--- config.mk ---
export PLATFORM = sky130hd
export DESIGN_NAME = blta_pipe_flat
export DESIGN_NICKNAME = d
export VERILOG_FILES = /design/src/rtl/core/block_linear_texture_address_assert.svh /design/src/rtl/core/blta_pkg.sv /design/src/rtl/core/blta_in_if.sv /design/src/rtl/core/blta_out_if.sv /design/src/rtl/core/blta_pipe.sv /design/src/flat_wrapper.sv
export SDC_FILE = /design/constraint.sdc
export NUM_CORES = 2
export LEC_CHECK = 0
export CAP_MARGIN = 0
export CORE_UTILIZATION = 60
export CTS_BUF_LIST = sky130_fd_sc_hd__clkbuf_4 sky130_fd_sc_hd__clkbuf_8
export DETAILED_ROUTE_END_ITERATION = 6
export DONT_BUFFER_PORTS = 1
export PLACE_DENSITY = 0.85
export SLEW_MARGIN = 5
export SYNTH_ARGS = -nofsm -noshare
export SYNTH_HDL_FRONTEND = slang
export SYNTH_SLANG_ARGS = --single-unit
export TNS_END_PERCENT = 1
--- constraint.sdc ---
create_clock -name clk -period 10.9 [get_ports clk]
set_input_delay 2.18 -clock clk [delete_from_list [all_inputs] [get_ports clk]]
set_output_delay 2.18 -clock clk [all_outputs]
set_load 0.01 [all_outputs]
--- src/rtl/core/block_linear_texture_address_assert.svh ---
// assertion helpers for the texture address block
`ifndef BLOCK_LINEAR_TEXTURE_ADDRESS_ASSERT_SVH
`define BLOCK_LINEAR_TEXTURE_ADDRESS_ASSERT_SVH
`ifndef SYNTHESIS
// property that must hold at every edge out of reset
`define BLTA_ASSERT(label, clk, rst_n, prop) \
    label: assert property (@(posedge clk) disable iff (!rst_n) prop) \
        else $error("blta assertion failed");
// condition in one cycle implies another in the next
`define BLTA_ASSERT_NEXT(label, clk, rst_n, ante, cons) \
    label: assert property (@(posedge clk) disable iff (!rst_n) (ante) |=> (cons)) \
        else $error("blta assertion failed");
`else
`define BLTA_ASSERT(label, clk, rst_n, prop)
`define BLTA_ASSERT_NEXT(label, clk, rst_n, ante, cons)
`endif
`endif

--- src/rtl/core/blta_pkg.sv ---
`timescale 1ns / 1ps
package blta_pkg;

    localparam int COORD_BITS_DEF = 16;
    localparam int ADDR_BITS_DEF  = 32;

    localparam int CFG_IDX_W  = 3;
    localparam int CFG_DATA_W = 32;
    localparam int CELL_W     = 4;
    localparam int BPC_W      = 5;
    localparam int STACK_W    = 3;

    // gob geometry
    localparam int GOB_ROWS       = 8;
    localparam int GOB_ROW_LOG2   = 3;
    localparam int GOB_WIDTH_LOG2 = 6;
    localparam int GOB_BYTES_LOG2 = 9;
    localparam int GOB_ALIGN      = 64;
    localparam int LIN_ALIGN      = 32;
    localparam int SHF_W          = 5;

    typedef enum logic [CFG_IDX_W-1:0] {
        REG_IMAGE_WIDTH    = 3'd0,
        REG_IMAGE_HEIGHT   = 3'd1,
        REG_CELL_WIDTH     = 3'd2,
        REG_CELL_HEIGHT    = 3'd3,
        REG_BYTES_PER_CELL = 3'd4,
        REG_LINEAR_MODE    = 3'd5,
        REG_PITCH_ROUND    = 3'd6,
        REG_GOB_STACK_LOG2 = 3'd7
    } cfg_reg_t;

    typedef struct packed {
        logic               busy;
        logic               linear;
        logic [STACK_W-1:0] gob_log2;
        logic [BPC_W-1:0]   bpp;
    } geom_ctrl_t;

endpackage

--- src/rtl/core/blta_in_if.sv ---
`timescale 1ns / 1ps
interface blta_in_if #(
    parameter int COORD_BITS = 16
);
    logic                  valid;
    logic                  ready;
    logic [COORD_BITS-1:0] col_index;
    logic [COORD_BITS-1:0] row_index;

    modport source (output valid, output col_index, output row_index, input ready);
    modport sink (input valid, input col_index, input row_index, output ready);
endinterface

--- src/rtl/core/blta_out_if.sv ---
`timescale 1ns / 1ps
interface blta_out_if #(
    parameter int ADDR_BITS = 32
);
    logic                 valid;
    logic                 ready;
    logic [ADDR_BITS-1:0] tiled_addr;
    logic [ADDR_BITS-1:0] dense_addr;
    logic                 in_range;

    modport source (output valid, output tiled_addr, output dense_addr, output in_range,
                    input ready);
    modport sink (input valid, input tiled_addr, input dense_addr, input in_range,
                  output ready);
endinterface

--- src/rtl/core/blta_pipe.sv ---
`timescale 1ns / 1ps
module blta_pipe import blta_pkg::*; #(
    parameter int COORD_BITS = COORD_BITS_DEF,
    parameter int ADDR_BITS  = ADDR_BITS_DEF
) (
    input  logic                  clk,
    input  logic                  rst_n,
    blta_in_if.sink               coord,
    blta_out_if.source            addr,
    input  geom_ctrl_t            ctrl,
    input  logic [ADDR_BITS-1:0]  pitch,
    input  logic [ADDR_BITS-1:0]  surf,
    input  logic [COORD_BITS-1:0] wide,
    input  logic [COORD_BITS-1:0] gobs_wide
);

    localparam int HALF    = ADDR_BITS / 2;
    localparam int UPPER   = ADDR_BITS - HALF;
    localparam int XB_W    = COORD_BITS + BPC_W;
    localparam int PROD_W  = 2 * COORD_BITS;
    localparam int LIN_L_W = COORD_BITS + HALF;
    localparam int LIN_U_W = COORD_BITS + UPPER;
    localparam int DMUL_W  = ADDR_BITS + BPC_W;
    localparam int LOW_W   = GOB_BYTES_LOG2;

    logic v1_reg;
    logic v2_reg;
    logic v3_reg;
    logic rdy1;
    logic rdy2;
    logic rdy3;
    logic accept;

    // stage 1: partial products
    logic [COORD_BITS-1:0] x1_reg;
    logic [COORD_BITS-1:0] y1_reg;
    logic [ADDR_BITS-1:0]  xb1_reg;
    logic [ADDR_BITS-1:0]  ypl1_reg;
    logic [UPPER-1:0]      yph1_reg;
    logic [ADDR_BITS-1:0]  gq1_reg;
    logic [ADDR_BITS-1:0]  yw1_reg;
    // stage 2: summed addresses
    logic [ADDR_BITS-1:0]  tiled2_reg;
    logic [ADDR_BITS-1:0]  dense2_reg;
    // stage 3: output register
    logic [ADDR_BITS-1:0]  tiled3_reg;
    logic [ADDR_BITS-1:0]  dense3_reg;
    logic                  range3_reg;

    logic [COORD_BITS-1:0] yq_in;
    logic [ADDR_BITS-1:0]  xb_in;
    logic [ADDR_BITS-1:0]  ypl_in;
    logic [UPPER-1:0]      yph_in;
    logic [ADDR_BITS-1:0]  gq_in;
    logic [ADDR_BITS-1:0]  yw_in;
    logic [ADDR_BITS-1:0]  lin_addr;
    logic [ADDR_BITS-1:0]  gob_hi;
    logic [COORD_BITS-1:0] ysub;
    logic [LOW_W-1:0]      gob_low;
    logic [ADDR_BITS-1:0]  gob_addr;
    logic [ADDR_BITS-1:0]  tiled2_next;
    logic [ADDR_BITS-1:0]  dense2_next;
    logic [ADDR_BITS-1:0]  dense3_next;
    logic [ADDR_BITS-1:0]  end_addr;
    logic                  range3_next;

    // per-stage ready so bubbles close up
    assign rdy3        = !v3_reg || addr.ready;
    assign rdy2        = !v2_reg || rdy3;
    assign rdy1        = !v1_reg || rdy2;
    assign coord.ready = rdy1 && !ctrl.busy;
    assign accept      = coord.valid && coord.ready;

    always_comb
    begin
        yq_in  = coord.row_index >> (SHF_W'(GOB_ROW_LOG2) + SHF_W'(ctrl.gob_log2));
        xb_in  = ADDR_BITS'(XB_W'(coord.col_index) * XB_W'(ctrl.bpp));
        ypl_in = ADDR_BITS'(LIN_L_W'(coord.row_index) * LIN_L_W'(pitch[HALF-1:0]));
        yph_in = UPPER'(LIN_U_W'(coord.row_index) * LIN_U_W'(pitch[ADDR_BITS-1:HALF]));
        gq_in  = ADDR_BITS'(PROD_W'(yq_in) * PROD_W'(gobs_wide));
        yw_in  = ADDR_BITS'(PROD_W'(coord.row_index) * PROD_W'(wide));
    end

    always_comb
    begin
        lin_addr    = ypl1_reg + {yph1_reg, {HALF{1'b0}}} + xb1_reg;
        gob_hi      = (gq1_reg + (xb1_reg >> GOB_WIDTH_LOG2))
                    << (SHF_W'(GOB_BYTES_LOG2) + SHF_W'(ctrl.gob_log2));
        ysub        = (y1_reg >> GOB_ROW_LOG2)
                    & ((COORD_BITS'(1) << ctrl.gob_log2) - COORD_BITS'(1));
        // byte swizzle inside one gob
        gob_low     = {xb1_reg[5], y1_reg[2:1], xb1_reg[4], y1_reg[0], xb1_reg[3:0]};
        gob_addr    = gob_hi + ADDR_BITS'({ysub, gob_low});
        tiled2_next = ctrl.linear ? lin_addr : gob_addr;
        dense2_next = yw1_reg + ADDR_BITS'(x1_reg);
    end

    always_comb
    begin
        dense3_next = ADDR_BITS'(DMUL_W'(dense2_reg) * DMUL_W'(ctrl.bpp));
        end_addr    = tiled2_reg + ADDR_BITS'(ctrl.bpp);
        range3_next = (end_addr <= surf);
    end

    always_ff @(posedge clk or negedge rst_n)
    begin
        if (!rst_n)
        begin
            v1_reg <= 1'b0;
            v2_reg <= 1'b0;
            v3_reg <= 1'b0;
        end
        else
        begin
            if (rdy1)
            begin
                v1_reg <= accept;
            end
            if (rdy2)
            begin
                v2_reg <= v1_reg;
            end
            if (rdy3)
            begin
                v3_reg <= v2_reg;
            end
        end
    end

    always_ff @(posedge clk)
    begin
        if (accept)
        begin
            x1_reg   <= coord.col_index;
            y1_reg   <= coord.row_index;
            xb1_reg  <= xb_in;
            ypl1_reg <= ypl_in;
            yph1_reg <= yph_in;
            gq1_reg  <= gq_in;
            yw1_reg  <= yw_in;
        end
        if (rdy2 && v1_reg)
        begin
            tiled2_reg <= tiled2_next;
            dense2_reg <= dense2_next;
        end
        if (rdy3 && v2_reg)
        begin
            tiled3_reg <= tiled2_reg;
            dense3_reg <= dense3_next;
            range3_reg <= range3_next;
        end
    end

    assign addr.valid      = v3_reg;
    assign addr.tiled_addr = tiled3_reg;
    assign addr.dense_addr = dense3_reg;
    assign addr.in_range   = range3_reg;

endmodule

--- src/flat_wrapper.sv ---
// flat-port wrapper written by rule: the top's interface ports become plain ports
module blta_pipe_flat import blta_pkg::*;
#(
    parameter int COORD_BITS = COORD_BITS_DEF,
    parameter int ADDR_BITS  = ADDR_BITS_DEF
)
  (clk, rst_n, ctrl, pitch, surf, wide, gobs_wide, coord_valid, coord_col_index, coord_row_index, coord_ready, addr_valid, addr_tiled_addr, addr_dense_addr, addr_in_range, addr_ready);
  blta_in_if #(.COORD_BITS(COORD_BITS)) coord_i ();
  blta_out_if #(.ADDR_BITS(ADDR_BITS)) addr_i ();
  input  logic clk;
  input  logic rst_n;
  input  geom_ctrl_t ctrl;
  input  logic [ADDR_BITS-1:0] pitch;
  input  logic [ADDR_BITS-1:0] surf;
  input  logic [COORD_BITS-1:0] wide;
  input  logic [COORD_BITS-1:0] gobs_wide;
  input wire logic [$bits(coord_i.valid)-1:0] coord_valid;
  input wire logic [$bits(coord_i.col_index)-1:0] coord_col_index;
  input wire logic [$bits(coord_i.row_index)-1:0] coord_row_index;
  output wire logic [$bits(coord_i.ready)-1:0] coord_ready;
  output wire logic [$bits(addr_i.valid)-1:0] addr_valid;
  output wire logic [$bits(addr_i.tiled_addr)-1:0] addr_tiled_addr;
  output wire logic [$bits(addr_i.dense_addr)-1:0] addr_dense_addr;
  output wire logic [$bits(addr_i.in_range)-1:0] addr_in_range;
  input wire logic [$bits(addr_i.ready)-1:0] addr_ready;
  assign coord_i.valid = coord_valid;
  assign coord_i.col_index = coord_col_index;
  assign coord_i.row_index = coord_row_index;
  assign coord_ready = coord_i.ready;
  assign addr_valid = addr_i.valid;
  assign addr_tiled_addr = addr_i.tiled_addr;
  assign addr_dense_addr = addr_i.dense_addr;
  assign addr_in_range = addr_i.in_range;
  assign addr_i.ready = addr_ready;
  blta_pipe #(.COORD_BITS(COORD_BITS), .ADDR_BITS(ADDR_BITS)) u_core (.clk(clk), .rst_n(rst_n), .coord(coord_i), .addr(addr_i), .ctrl(ctrl), .pitch(pitch), .surf(surf), .wide(wide), .gobs_wide(gobs_wide));
endmodule
=== Word level (Yosys, flattened, before mapping) ===
Index checks and enable logic that the tools add are counted.

* Output and inout port bits: 67
* Memory bits (writable): 0
* Latch bits: 0
* ROM bits: 0
* Memories: 0
* Flip-flop bits (word level): 297

* Reductions and logical operators: 11
* $mul: 6
* Shift-type cells: 3
* Bitwise operators: 1
* Magnitude comparators: 1
* Eq/ne operators: 0
* Add/subtract/negate cells: 9
* Divide/modulo/power cells: 0
* Mux-type cells: 1

{| class="wikitable"
|+ Operator list
! kind !! count
|-
| $mul 16x16->32 || 3
|-
| $add 32x15->32 || 1
|-
| $add 32x16->32 || 1
|-
| $add 32x21->32 || 1
|-
| $add 32x25->32 || 1
|-
| $add 32x32->32 || 1
|-
| $add 32x5->32 || 1
|-
| $le 32x32->1 || 1
|-
| $mul 32x5->32 || 1
|-
| $mux 32 || 1
|-
| $shl 32x5->32 || 1
|-
| $mul 16x5->21 || 1
|-
| $and 13x16->16 || 1
|-
| $mul 16x16->16 || 1
|-
| $shl 1x3->16 const A || 1
|-
| $shr 16x5->16 || 1
|-
| $sub 16x1->16 const B || 1
|-
| $add 4x3->5 const A || 1
|-
| $add 2x3->4 const A || 1
|-
| $logic_and 1x1->1 || 4
|-
| $logic_not 1->1 || 4
|-
| $logic_or 1x1->1 || 3
|}

=== Depth between registers and ports, before layout ===
* Word-level depth: 6
* Gate-level depth with buffers: 33
* Gate-level depth less buffers: 29

=== Least setup slack after synthesis ===
No wires, ideal clock.

* Path kind: in2reg
* Start: input port ctrl[5] in the netlist's numbering
* End: register u_core.gq1_reg[31] (data pin)
* Stages: 27
* Data required time: 10.625 ns
* Data arrival time: 9.647 ns
* Slack: 0.978 ns
* Cell sequence: clkbuf_1 clkbuf_1 buf_1 clkbuf_1 mux2i_1 nor3_1 clkbuf_1 nand2_1 fa_1 fa_1 inv_1 fa_1 fa_1 fa_1 inv_1 fa_1 inv_1 ha_1 or4_1 a211oi_1 nor3_1 o31a_1 o21ai_0 a21oi_1 a41o_1 o41ai_1 o21ai_0

* Word-level cells in the longest chain between the ends: 3

{| class="wikitable"
|+ Ends and longest elaborated chain
! what !! line !! source
|-
| start: declaration || flat_wrapper.sv:12 || <nowiki>input geom_ctrl_t ctrl;</nowiki>
|-
| $add 2x3->4 || blta_pipe.sv:76 || <nowiki>yq_in = coord.row_index >> (SHF_W'(GOB_ROW_LOG2) + SHF_W'(ctrl.gob_log2));</nowiki>
|-
| $shr 16x5->16 || blta_pipe.sv:76 ||
|-
| $mul 16x16->32 || blta_pipe.sv:80 || <nowiki>gq_in = ADDR_BITS'(PROD_W'(yq_in) * PROD_W'(gobs_wide));</nowiki>
|-
| named net u_core.gq_in[31] || blta_pipe.sv:54 || <nowiki>logic [ADDR_BITS-1:0] gq_in;</nowiki>
|-
| end signal: assignment || blta_pipe.sv:139 || <nowiki>gq1_reg <= gq_in;</nowiki>
|-
| end: declaration || blta_pipe.sv:40 || <nowiki>logic [ADDR_BITS-1:0] gq1_reg;</nowiki>
|}

The timed path passes the listed nets, and every way through them passes these cells.
A chain may end at the register's enable or synchronous reset.

=== Final worst setup path ===
Same ends and word-level chain as after synthesis.

==> impl_summary.log <==
INFO  metric power.share.clock = 0.068
INFO  metric slowest_stage = sky130_fd_sc_hd__o21ai_0
INFO  metric htree_levels = 2
INFO  metric gr-usage-all-layers = 0.3181
INFO  metric via_density_per_instance = 5.958
INFO  metric power_density = 323.1 mW/mm^2
INFO  metric power.ir.vdd_worst = 0.3233 mV
INFO  metric rows = 108
INFO  metric dieHeight = 297.8 um
INFO  metric start_util = 0.6052
INFO  metric synth_xor_area_frac = 0.04854
INFO  metric timing.rr.end = u_core.tiled2_reg[28]$_DFFE_PP_
INFO  metric detailed_place_hpwl = 107.4 mm
INFO  metric startpoint = ctrl[5]
INFO  metric power.total = 17.61 mW
INFO  metric cp.arrival = 9.62 ns
INFO  metric pre_cts_ws = 1.100 ns
INFO  metric place.port_buffers = 0
INFO  metric timing.setup.tns = 0 ns
INFO  metric antenna_violations_before_repair = 5
INFO  metric critical_path.cell_chain = inv_1, nand2_1, nand2_1, o21ai_0, nand2_1, fa_1, fa_1, inv_1, fa_1, fa_1, fa_1, inv_1, fa_1, inv_1, ha_1, or4_1, a211oi_1, nor3_1, o31a_1, o21ai_0, a21oi_1, a41o_1, o41ai_1, o21ai_0
INFO  metric synthDistinctLibCells = 90
INFO  metric synth_edf_count = 291
INFO  metric synth.cell_area = 0.05250 mm^2
INFO  metric tritoncts = yes
INFO  metric final_common_cell = sky130_fd_sc_hd__inv_1
INFO  metric combinationalPowerShare = 0.784
INFO  metric final_cell_mix = sky130_fd_sc_hd__inv_1 (973), sky130_fd_sc_hd__fa_1 (756), sky130_fd_sc_hd__nand2_1 (755)
INFO  metric fraction_of_layout_instances_using_a_drive_strength_above_1 = 0.03342
INFO  metric max_cap_violations = 0
INFO  metric postSynthRegisterBits = 294
INFO  metric path_class = input pin to register
INFO  metric final_nets = 7029
INFO  metric detail-route-antenna-nets = 0
INFO  metric die_w = 297.8 um
INFO  metric number_of_instances_in_the_synthesized_netlist = 5689
INFO  metric num_vias = 40229
INFO  metric synthSimpleGateAreaFrac = 0.1727
INFO  metric yosysWarningCount = 0
INFO  metric cpMostUsedCell = sky130_fd_sc_hd__fa_1
INFO  metric p_leak = 26.26 nW
INFO  metric layout-area-overhead-vs-synth = 3.780%
INFO  metric reg2reg_depth = 21
INFO  metric routed_wirelength = 138.4 mm
INFO  metric post-route-period-util = 0.8463
INFO  metric run_status = complete, no violations
INFO  metric unrepaired_setup_endpoints_after_global_routing = false
INFO  metric detailedRoute.firstIterationViolations = 3510
INFO  metric hold_sp = u_core.tiled2_reg[2]$_DFFE_PP_
INFO  metric yosysSeqAreaShare = 0.1679
INFO  metric grt_first_pass_wirelength = 222.7 mm
INFO  metric buffers_and_inverters_on_the_worst_path = 4
INFO  metric post-cts-setup-buffer-count = 0
INFO  metric r2r_setup_slack = 3.77 ns
INFO  metric finalMaxSlewViolations = 0
INFO  metric worst_setup_hold_path_clk_slew = 0.06 ns
INFO  metric p_sw = 8.968 mW
INFO  metric muxShareOfSynthArea = 0.01103
INFO  metric first_pass_iteration_count_of_the_detailed_router = 7
INFO  metric internal_power = 8.637 mW
INFO  metric crit_required = 11.29 ns
INFO  metric dieArea = 0.08869 mm^2
INFO  metric first_global_vias = 41913
INFO  metric clock-root-buffer = sky130_fd_sc_hd__clkbuf_8
INFO  metric finalWorstSetupSlack = 1.676 ns
INFO  metric cts.repair.resized = 0
INFO  metric slowest_delay = 0.87 ns
INFO  metric hold_end = u_core.addr.tiled_addr[2]$_DFFE_PP_
INFO  metric synth-adder-area-share = 0.4267
INFO  metric async_flop_share = 0.01020
INFO  metric fin_skew = 0.06083 ns
INFO  metric worst_pin_slew = 1.112 ns
INFO  metric post_drt_wl_per_cell = 20.49 um
INFO  metric max_slew_margin = 0.2505
INFO  metric postSynthAreaPerCell = 9.229 um^2
INFO  metric clk-insertion-delay-late = 0.67 ns
INFO  metric final_period_minus_worst_setup_slack = 9.224 ns
INFO  metric grt_start_max_net_pins = 70
INFO  metric crit_path_start_kind = input pin
INFO  metric cts_max_path_buffers = 3
INFO  metric fp.coreArea = 0.08675 mm^2
INFO  metric hold-path-cell-count = 0
INFO  metric post_synthesis_compound_gate_area_fraction = 0.08696
INFO  metric r2r_start = u_core.xb1_reg[7]$_DFFE_PP_
INFO  metric crit_path_max_fanout = 51
INFO  metric hold_buffers = 0
INFO  metric timing.final.setup_violations = 0
INFO  metric gp_congestion = 0.9893
INFO  metric power_frac_seq = 0.147
INFO  metric remaining_drc_errors = 0
INFO  metric design.portCount = 209
INFO  metric number_of_sinks_handled_by_clock_tree_synthesis = 294
INFO  metric critical_path.top_delay_family = adder cells
INFO  metric grt.overflow.total = 0
INFO  metric hp-class = register to register
INFO  metric synthFlopType = sky130_fd_sc_hd__edfxtp_1
INFO  metric dominant_combinational_cell_family_by_area_after_synthesis = adder cells
INFO  metric p_sw_frac = 0.5094
INFO  metric report.final.hold_viol_count = 0
INFO  metric tritoncts.num_buffers = 55
INFO  metric critPathCaptureType = register
INFO  metric max_freq = 108.4 MHz
-- kinds of logic after synthesis --
family                     Yosys count
and+or+nand+nor                   1842
adders and majority gates         1337
other                                1
buffers and inverters             1198
AOI/OAI and AO/OA                  678
DFF                                294
muxes                               48
xor gates and xnor gates           291
-- power by group through the flow --
stage               Clock (mW)  Sequential [mW]  Combinational (mW)
global placement             0             2.59                13.2
floorplan                    0             2.46                10.2
detailed placement           0             2.60                13.5
global route              1.26             2.62                15.4
CTS                       1.22             2.58                13.7
finish                    1.20             2.60                13.8
-- stage by stage --
stage | util | area [um^2] | std cells | hold slack (ns)
floorplan | - | 52510 | 5691 | 0.4307
global placement | 0.6143 | 53290 | 6648 | 0.4379
detailed placement | 0.6143 | 53290 | 6648 | 0.4699
CTS | 0.6280 | 54480 | 6750 | 0.4795
global route | 0.6281 | 54490 | 6752 | 0.4860
finish | 0.6281 | 54490 | 6752 | 0.4771
-- cell type report --
cell class              count  area (um^2)
flip-flops and latches    294         8813
diodes                      2        5.005
clock inverters            41        387.9
fillers                  6929        32270
clock buffers              61        802.0
multi-input cells        4199        39190
well taps                1155         1445
inverters                 975         3660
repair buffers             25        187.7
-- Yosys cell counts, drive strengths merged (8+ instances only) --
master | n | share of area
and3 | 46 | 0.0055
fa | 756 | 0.29
a211oi | 31 | 0.0045
o22ai | 12 | 0.0014
nand2b | 42 | 0.0050
nand2 | 755 | 0.054
and4 | 9 | 0.0015
a311oi | 8 | 0.0017
clkbuf | 208 | 0.015
ha | 581 | 0.14
nor2 | 194 | 0.014
a31o | 13 | 0.0022
a21boi | 8 | 0.0011
nand4 | 35 | 0.0043
a31oi | 23 | 0.0027
xnor2 | 206 | 0.034
o21ai | 107 | 0.010
nand3b | 8 | 0.0011
o211ai | 25 | 0.0037
nor4 | 9 | 0.0011
or3 | 25 | 0.0030
nand3 | 77 | 0.0073
mux2 | 16 | 0.0035
mux2i | 26 | 0.0050
a41oi | 11 | 0.0018
buf | 15 | 0.0016
a21oi | 191 | 0.018
or2 | 14 | 0.0017
edfxtp | 291 | 0.17
o21a | 43 | 0.0061
nor3 | 59 | 0.0056
and2 | 502 | 0.060
xor2 | 85 | 0.014
or4 | 8 | 0.0012
a221oi | 11 | 0.0022
nor2b | 45 | 0.0054
o31ai | 12 | 0.0017
inv | 973 | 0.070
o21bai | 32 | 0.0046
a21o | 75 | 0.011
-- worst max path at each step --
stage / slack (ns) / cells past startpoint / end
2_1_floorplan: 0.98 / 27 / u_core.gq1_reg[31]$_DFFE_PP_
3_3_place_gp: 1.28 / 24 / u_core.gq1_reg[31]$_DFFE_PP_
3_5_place_dp: 1.10 / 24 / u_core.gq1_reg[31]$_DFFE_PP_
4_1_cts: 1.77 / 24 / u_core.gq1_reg[31]$_DFFE_PP_
5_1_grt: 1.26 / 24 / u_core.gq1_reg[31]$_DFFE_PP_
6_report: 1.68 / 24 / u_core.gq1_reg[31]$_DFFE_PP_
-- layer usage --
layer | share of wire | vias to the layer above | track usage
met5 | 0.000051 | - | 0
met4 | 0.048 | 2 | 0.1381
met3 | 0.10 | 382 | 0.07205
met2 | 0.47 | 1893 | 0.5259
met1 | 0.38 | 19939 | 0.4004
li1 | - | 18013 | -
No activity file was read; power rests on OpenSTA's default activity.
